File: config.mk
export PLATFORM = sky130hd
export DESIGN_NAME = telnet_rx_option_refuser
export DESIGN_NICKNAME = d
export VERILOG_FILES = /design/src/hw/rtl/tnrx_pkg.sv /design/src/hw/rtl/telnet_rx_option_refuser.sv /design/src/hw/rtl/tnrx_decode.sv
export SDC_FILE = /design/constraint.sdc
export NUM_CORES = 1
export LEC_CHECK = 0
export ABC_AREA = 1
export ABC_CLOCK_PERIOD_IN_PS = 3500
export BUFFER_PORTS_ARGS = -buffer_cell sky130_fd_sc_hd__buf_4
export CELL_PAD_IN_SITES_DETAIL_PLACEMENT = 1
export CELL_PAD_IN_SITES_GLOBAL_PLACEMENT = 2
export CORE_MARGIN = 1
export CORE_UTILIZATION = 31
export CTS_CLUSTER_SIZE = 12
export DETAILED_ROUTE_END_ITERATION = 7
export PLACE_DENSITY = 0.73
export SLEW_MARGIN = 20
export SYNTH_ARGS = -nofsm -noshare
export SYNTH_HDL_FRONTEND = slang
export SYNTH_HIERARCHICAL = 1
export SYNTH_SLANG_ARGS = --single-unit
File: constraint.sdc
create_clock -name aclk -period 3.5 [get_ports aclk]
set_input_delay 0.175 -clock aclk [delete_from_list [all_inputs] [get_ports aclk]]
set_output_delay 0.175 -clock aclk [all_outputs]
set_load 0.03 [all_outputs]
File: src/hw/rtl/tnrx_pkg.sv
`default_nettype none
// ----------------------------------------------------------------------------
// tnrx_pkg
// Byte codes, result kinds and the decoded-result struct shared by the
// telnet receive option refuser.
// ----------------------------------------------------------------------------
package tnrx_pkg;

    localparam logic [7:0] BYTE_IAC  = 8'd255;
    localparam logic [7:0] BYTE_WILL = 8'd251;
    localparam logic [7:0] BYTE_WONT = 8'd252;
    localparam logic [7:0] BYTE_DO   = 8'd253;
    localparam logic [7:0] BYTE_DONT = 8'd254;
    localparam logic [7:0] BYTE_CR   = 8'h0d;
    localparam logic [7:0] BYTE_NL   = 8'h0a;

    localparam int unsigned LEN_W = 12;
    localparam logic [LEN_W-1:0] MAX_LINE_LEN_RST = 12'd127;

    typedef enum logic [1:0] {
        KIND_DATA  = 2'd0,
        KIND_REPLY = 2'd1,
        KIND_TERM  = 2'd2
    } kind_t;

    // results caused by one input byte, in emission order b0, b1, b2
    typedef struct packed {
        logic [1:0]       cnt;
        kind_t            kind;
        logic [7:0]       b0;
        logic [7:0]       b1;
        logic [7:0]       b2;
        logic [LEN_W-1:0] len;
        logic             ovf;
    } res_t;

endpackage
`default_nettype wire

File: src/hw/rtl/telnet_rx_option_refuser.sv
`default_nettype none
// ----------------------------------------------------------------------------
// telnet_rx_option_refuser
// Telnet receive side: line data, CR handling, and refusal of every option.
// ----------------------------------------------------------------------------
// Received bytes enter an input register and are decoded combinationally
// into a result buffer of up to three beats. A byte that yields no result or
// one result is taken every cycle when m_ready stays high. An option byte
// yields a three-beat reply; the buffer drains one beat per cycle while
// m_ready is high, so a later byte that yields a result waits in the input
// register until the last reply beat is taken. cfg_ready is always high.
module telnet_rx_option_refuser (
    input  wire logic                       aclk,
    input  wire logic                       aresetn,
    input  wire logic                       cfg_valid,
    output      logic                       cfg_ready,
    input  wire logic [tnrx_pkg::LEN_W-1:0] cfg_max_line_len,
    input  wire logic                       s_valid,
    output      logic                       s_ready,
    input  wire logic [7:0]                 s_rx_byte,
    output      logic                       m_valid,
    input  wire logic                       m_ready,
    output      logic [1:0]                 m_out_kind,
    output      logic [7:0]                 m_out_byte,
    output      logic [tnrx_pkg::LEN_W-1:0] m_line_len,
    output      logic                       m_overflow,
    output      logic                       m_last
);
    import tnrx_pkg::*;

    logic [LEN_W-1:0] max_len_reg;
    logic             in_vld_reg;
    logic [7:0]       in_byte_reg;
    logic [1:0]       res_cnt_reg;
    kind_t            res_kind_reg;
    logic [7:0]       res_b0_reg, res_b1_reg, res_b2_reg;
    logic [LEN_W-1:0] res_len_reg;
    logic             res_ovf_reg;

    res_t dec;
    logic buf_free, step, pop, load;

    tnrx_decode u_decode (
        .aclk         (aclk),
        .aresetn      (aresetn),
        .step         (step),
        .rx_byte      (in_byte_reg),
        .max_line_len (max_len_reg),
        .res          (dec)
    );

    assign cfg_ready = 1'b1;
    assign m_valid   = (res_cnt_reg != 2'd0);
    assign pop       = m_valid && m_ready;
    assign buf_free  = (res_cnt_reg == 2'd0) || ((res_cnt_reg == 2'd1) && m_ready);
    assign step      = in_vld_reg && ((dec.cnt == 2'd0) || buf_free);
    assign load      = step && (dec.cnt != 2'd0);
    assign s_ready   = !in_vld_reg || step;

    assign m_out_kind = res_kind_reg;
    assign m_out_byte = res_b0_reg;
    assign m_line_len = res_len_reg;
    assign m_overflow = res_ovf_reg;
    assign m_last     = (res_cnt_reg == 2'd1);

    always_ff @(posedge aclk) begin
        if (!aresetn) begin
            max_len_reg <= MAX_LINE_LEN_RST;
            in_vld_reg  <= 1'b0;
            res_cnt_reg <= 2'd0;
        end else begin
            if (cfg_valid && cfg_ready) begin
                max_len_reg <= cfg_max_line_len;
            end
            if (s_ready) begin
                in_vld_reg <= s_valid;
            end
            priority if (load) begin
                res_cnt_reg <= dec.cnt;
            end else if (pop) begin
                res_cnt_reg <= res_cnt_reg - 2'd1;
            end else begin
                res_cnt_reg <= res_cnt_reg;
            end
        end
    end

    always_ff @(posedge aclk) begin
        if (s_ready && s_valid) begin
            in_byte_reg <= s_rx_byte;
        end
        priority if (load) begin
            res_kind_reg <= dec.kind;
            res_b0_reg   <= dec.b0;
            res_b1_reg   <= dec.b1;
            res_b2_reg   <= dec.b2;
            res_len_reg  <= dec.len;
            res_ovf_reg  <= dec.ovf;
        end else if (pop) begin
            // advance to the next reply beat
            res_b0_reg <= res_b1_reg;
            res_b1_reg <= res_b2_reg;
        end else begin
            res_b0_reg <= res_b0_reg;
        end
    end

endmodule
`default_nettype wire

File: src/hw/rtl/tnrx_decode.sv
`default_nettype none
// ----------------------------------------------------------------------------
// tnrx_decode
// Telnet parse state and line bookkeeping; decodes one byte into its results
// and advances the state when the byte is consumed.
// ----------------------------------------------------------------------------
module tnrx_decode (
    input  wire logic                      aclk,
    input  wire logic                      aresetn,
    input  wire logic                      step,
    input  wire logic [7:0]                rx_byte,
    input  wire logic [tnrx_pkg::LEN_W-1:0] max_line_len,
    output tnrx_pkg::res_t                 res
);
    import tnrx_pkg::*;

    typedef enum logic [2:0] {
        PS_NORMAL = 3'd0,
        PS_IAC    = 3'd1,
        PS_WILL   = 3'd2,
        PS_WONT   = 3'd3,
        PS_DO     = 3'd4,
        PS_DONT   = 3'd5,
        PS_CR     = 3'd6
    } ps_t;

    ps_t              state_reg, state_next;
    logic [LEN_W-1:0] count_reg, count_next;
    logic             ovf_reg, ovf_next;
    logic [LEN_W-1:0] count_plus1;
    logic             fits;

    assign count_plus1 = count_reg + LEN_W'(1);
    assign fits = ({1'b0, count_reg} + (LEN_W+1)'(1)) < {1'b0, max_line_len};

    always_comb begin
        state_next = PS_NORMAL;
        count_next = count_reg;
        ovf_next   = ovf_reg;
        res.cnt    = 2'd0;
        res.kind   = KIND_DATA;
        res.b0     = rx_byte;
        res.b1     = BYTE_IAC;
        res.b2     = BYTE_IAC;
        res.len    = count_reg;
        res.ovf    = ovf_reg;
        unique case (state_reg)
            PS_IAC: begin
                priority if (rx_byte == BYTE_IAC) begin
                    if (fits) begin
                        res.cnt    = 2'd1;
                        res.len    = count_plus1;
                        count_next = count_plus1;
                    end else begin
                        ovf_next = 1'b1;
                    end
                end else if (rx_byte == BYTE_WILL) begin
                    state_next = PS_WILL;
                end else if (rx_byte == BYTE_WONT) begin
                    state_next = PS_WONT;
                end else if (rx_byte == BYTE_DO) begin
                    state_next = PS_DO;
                end else if (rx_byte == BYTE_DONT) begin
                    state_next = PS_DONT;
                end else begin
                    state_next = PS_NORMAL;
                end
            end
            PS_WILL, PS_WONT: begin
                res.cnt  = 2'd3;
                res.kind = KIND_REPLY;
                res.b0   = BYTE_IAC;
                res.b1   = BYTE_DONT;
                res.b2   = rx_byte;
            end
            PS_DO, PS_DONT: begin
                res.cnt  = 2'd3;
                res.kind = KIND_REPLY;
                res.b0   = BYTE_IAC;
                res.b1   = BYTE_WONT;
                res.b2   = rx_byte;
            end
            PS_CR: begin
                res.cnt    = 2'd1;
                res.kind   = KIND_TERM;
                res.b0     = BYTE_NL;
                res.len    = count_plus1;
                count_next = '0;
                ovf_next   = 1'b0;
            end
            default: begin
                priority if (rx_byte == BYTE_IAC) begin
                    state_next = PS_IAC;
                end else if (rx_byte == BYTE_CR) begin
                    state_next = PS_CR;
                end else if (fits) begin
                    res.cnt    = 2'd1;
                    res.len    = count_plus1;
                    count_next = count_plus1;
                end else begin
                    ovf_next = 1'b1;
                end
            end
        endcase
    end

    always_ff @(posedge aclk) begin
        if (!aresetn) begin
            state_reg <= PS_NORMAL;
            count_reg <= '0;
            ovf_reg   <= 1'b0;
        end else if (step) begin
            state_reg <= state_next;
            count_reg <= count_next;
            ovf_reg   <= ovf_next;
        end
    end

endmodule
`default_nettype wire
Yosys cells after proc, flatten, opt, wreduce, memory -nomap -nowiden
Cells that the tools add are included.

Register bits: 78. Input bits: 25. Output and inout port bits: 27. Logic and storage cells: 86.

Add/sub/neg operators: 3. Magnitude comparators: 1. Equal/unequal tests: 16. Mux-type cells: 32. Bitwise operators: 1. Reductions and logical operators: 20.

Operator list (number): 12-bit one-hot mux with 3 select lines (2); 12-bit 2-to-1 mux (4); 8-bit == test (second input constant) (5); 10-bit one-hot mux with 2 select lines (2); 8-bit 2-to-1 mux (4); 3-bit 2-to-1 mux (7); 12-bit by 1-bit adder with 13-bit output (second input constant) (1); 13-bit by 12-bit less-than comparator with 1-bit output (1); 12-bit by 1-bit adder with 12-bit output (second input constant) (1); 2-bit 2-to-1 mux (5); 3-bit == test (second input constant) (3); 8-bit by 4-bit == test with 1-bit output (second input constant) (1); 3-bit by 2-bit == test with 1-bit output (second input constant) (2); 3-bit inequality test (second input constant) (2); 2-bit one-hot mux with 3 select lines (1); 3-bit one-hot mux with 2 select lines (1); 2-bit nonzero test (3); 1-bit logical AND (5); 1-bit 2-to-1 mux (5); 5-bit AND reduction (1); 5-bit OR reduction (1); 2-bit zero test (2); 2-bit OR reduction (2); 4-bit OR reduction (1); 9 further kinds (11).

Longest topological paths before layout
Depth after elaboration: 11. Mapped depth: 27. Depth with buffers taken out: 26.

By module
Netlist, hierarchy kept.

Modules (own cells, without submodules): tnrx_decode (times used 1, cells each 429, area an instance 2492.4 um^2, sequential area each 320.3 um^2); telnet_rx_option_refuser (times used 1, cells each 191, area an instance 2282.2 um^2, sequential area each 1711.6 um^2).

Least setup slack after synthesis
OpenSTA, ideal clock, no wires.

Path kind: register to register. Start: register u_decode.count_reg[2]. End: register u_decode.count_reg[0]. Setup time: 70 ps. Arrival time: 3458 ps. Data required time: 3430 ps. Slack: -28 ps. Cell stages (with the launch flop): 26. Path buffers: 3. Period minus slack after synthesis: 3528 ps. Cell sequence: dfxtp_1 > buf_6 > inv_1 > nor3_2 > nand2_1 > nor2_1 > xor2_1 > inv_1 > ha_1 > nand2_1 > o21a_1 > nand2_1 > nand2_4 > nand2_4 > buf_12 > o21ai_0 > inv_1 > nand2_1 > nand3_1 > inv_1 > nor2_1 > nand2_1 > inv_1 > buf_2 > nand3_1 > a21oi_1.

RTL lines: start: declaration (RTL line tnrx_decode.sv:28) `logic [LEN_W-1:0] count_reg, count_next;`; start signal: assignment (RTL line tnrx_decode.sv:114) `count_reg <= count_next;`.

==> flow_metrics.env <==
export IMPL_finalSetupTns_ns=0
export IMPL_drtIter0Drc=223
export IMPL_finalHoldViolCount=0
export IMPL_drv_cap=0
export IMPL_synth_common_cells="175 x nand2_1, 79 x inv_1, 55 x nand3_1"
export IMPL_syn_area_per_cell_um2=7.701
export IMPL_io_pins=52
export IMPL_syn_cell_area_um2=4775
export IMPL_power_density_nw_per_um2=833.0
export IMPL_status="completed"
export IMPL_avgRoutedWirePerCell_um=16.48
export IMPL_coreArea_um2=14750
export IMPL_rsz0062_at_grt="yes"
export IMPL_use_met1_pct=24.22
export IMPL_die_y_um=126.1
export IMPL_remaining_drc_errors=0
export IMPL_grt_pass1_vias=4731
export IMPL_vdd_drop_max_uv=281.1
export IMPL_fp_dieArea_um2=15900
export IMPL_final_setup_viol_count=0
export IMPL_grt_pass1_wl_um=24250
export IMPL_period_needed_ns=3.310
export IMPL_hp_class="input pin to register"
export IMPL_synthMostInstantiatedCell="nand2_1"
export IMPL_vias=4395
export IMPL_cpPeakStageDelay_ns=0.38
export IMPL_finalCritPeriodShare_pct=94.58
export IMPL_first_pass_iters=4
export IMPL_arrival_ns=3.14
export IMPL_grt_use_total_pct=19.74
export IMPL_synth_edf_count=47
export IMPL_critical_path_required_ns=3.32
export IMPL_num_antenna_cells=0
export IMPL_antenna_found_initial=0
export IMPL_worst_pin_slew_ns=0.5450
export IMPL_worstRegToRegCells=24
export IMPL_cts_tree="built"
export IMPL_final_antenna_net_count=0
export IMPL_busiest_layer="met2"
export IMPL_drt_total_wl_um=14580
export IMPL_p_total_mw=4.908
export IMPL_clock_latency_ns=0.35
export IMPL_fillers=1818
export IMPL_dp_hpwl_um=10820
export IMPL_yosysSeqAreaShare_pct=42.56
export IMPL_yosysTopAreaCell="edfxtp_1"
export IMPL_fmax_mhz=302.1
export IMPL_synth_async_sr_flop_share_pct=0
export IMPL_cp_cell_sequence="nand2_2 > nor3_4 > nand2_2 > nor2_2 > xor2_1 > inv_1 > ha_1 > a21oi_2 > o21a_1 > nand2_1 > nand2_4 > nand2_4 > o21ai_0 > inv_1 > nand2_2 > nand3_2 > inv_2 > nand2_1 > buf_4 > buf_4"
export IMPL_vias_per_cell=4.966
export IMPL_synth_top_area_share_pct=29.56
export IMPL_instances_no_fill=885
export IMPL_htreeDepth=3
export IMPL_worstPathBufferInverterCount=5
export IMPL_cts_sinks=78
export IMPL_relSlewSlack_pct=63.53
export IMPL_clockBufferDepth=2
export IMPL_numCtsBuffers=9
export IMPL_start_kind="register"
export IMPL_area_delta_synth_final_pct=23.40
export IMPL_gp_congestion=0.8143
export IMPL_critPathSlowestCell="dfxtp_4"
export IMPL_die_x_um=126.1
export IMPL_grt_max_degree=34
export IMPL_synth_distinct_cells=38
export IMPL_cts_root_buf="clkbuf_16"
export IMPL_crit_cells=20
export IMPL_yosys_top_cells_area="edfxtp_1 30%, nand2_1 14%, dfxtp_1 13%"
export IMPL_rows=44
export IMPL_fin_skew_ns=0.007321
export IMPL_synth_ff_latch_count=78
export IMPL_clkSlewWorstSetupHoldPaths_ns=0.06
export IMPL_crit_type="register to primary output"
export IMPL_grt_use_met2_pct=34.22
export IMPL_met3_usage_pct=3.059
export IMPL_end_kind="primary output"
export IMPL_crit_family="simple AND/OR/NAND/NOR gates"
export IMPL_numPortBuffers=50
export IMPL_whs_path_depth=1
export IMPL_synth_cells=620
export IMPL_critPathMaxFanout=5
export IMPL_drive_gt1_share_pct=20.97
export IMPL_power_leakage_nw=2.664
export IMPL_dp_cells=859
export IMPL_start_util_pct=32.36
export IMPL_nNetsFinal=737
export IMPL_final_max_slew_viol_count=0
export IMPL_path_common_cell="nand2_2"
export IMPL_synth_ff_type="edfxtp_1"
export IMPL_grt_overflow_total=0
export IMPL_yosysWarnings=6
## layer usage
metal | share of wire [%] | up-vias
li1 | - | 2179
met1 | 45 | 2130
met2 | 50 | 63
met3 | 2.7 | 23
met4 | 2.3 | 0
met5 | 0 | -
## worst reg2reg max path, delay by kind of cell (launching register included)
kind,cells,cell delay [ns]
flops,1,0.38
xor+xnor,1,0.21
simple gates,14,1.35
buf+inv,5,0.48
compound gates,3,0.38
fa+ha+maj,1,0.31
## path summary, 6_finish.rpt
kind	startpoint	end	slack [ns]
max	u_decode/count_reg[5]	s_ready	0.19
min	s_rx_byte[7]	in_byte_reg[7]	0.02
max reg2reg	u_decode/count_reg[5]	u_decode/count_reg[4]	0.27
min reg2reg	u_decode/ovf_reg	m_overflow	0.46
## placed cells by master, fill, tap and decap left out, drive strengths merged, types with 6 or more instances in the layout
| master | count |
|---|---|
| nand2 | 188 |
| ha | 16 |
| conb | 7 |
| nor3 | 9 |
| buf | 81 |
| clkbuf | 10 |
| dlygate4sd3 | 7 |
| edfxtp | 47 |
| nand4 | 12 |
| o211ai | 6 |
| nand3 | 65 |
| nor2 | 51 |
| o21ai | 41 |
| o22ai | 9 |
| a21oi | 18 |
| inv | 83 |
| dfxtp | 31 |
## where the power goes
part	switching [mW]	internal [mW]	total (mW)
sequential	0.142	1.37	1.51
combinational	1.56	0.805	2.36
clock	0.403	0.631	1.03
## kinds of logic (layout without fill, tap and decap cells)
family,Yosys count,in the layout,share of synthesized area [%]
flops,78,78,42.56
buf+inv,112,188,10.90
fa+ha+maj,16,16,4.193
simple gates,326,326,31.55
xor+xnor,4,4,0.7337
compound gates,82,82,9.906
other cells,2,7,0.1573
## metrics by stage
step | hold WS [ns] | util [%] | setup slack [ns] | area (µm²)
6_report | 0.02096 | 39.93 | 0.1897 | 5892
5_1_grt | 0.003288 | 39.93 | -0.04060 | 5892
4_1_cts | 0.0009312 | 39.61 | 0.01223 | 5844
3_5_place_dp | 0.3546 | 36.81 | 0.02949 | 5431
3_3_place_gp | 0.3539 | 36.81 | 0.2341 | 5431
2_1_floorplan | 0.2739 | - | 0.01752 | 4796
## repair_timing
action	CTS	global route
hold buffers	7	0
endpoints found under the setup margin	1	25
pin swaps	0	2
endpoints found under the hold margin	7	0
setup buffers	1	2
gates cloned	0	0
resized for setup	5	14
## final cells by class
type	instances	area, µm²	area share (%)
Multi-Input combinational cell	435	2271	38.54
Sequential cell	78	2048	34.76
Inverter	84	315.3	5.351
Clock inverter	6	95.09	1.614
Clock buffer	10	229.0	3.886
Timing Repair Buffer	88	703.2	11.93
Tap cell	184	230.2	3.907
Note: power is estimated with default switching activity, not from simulation.
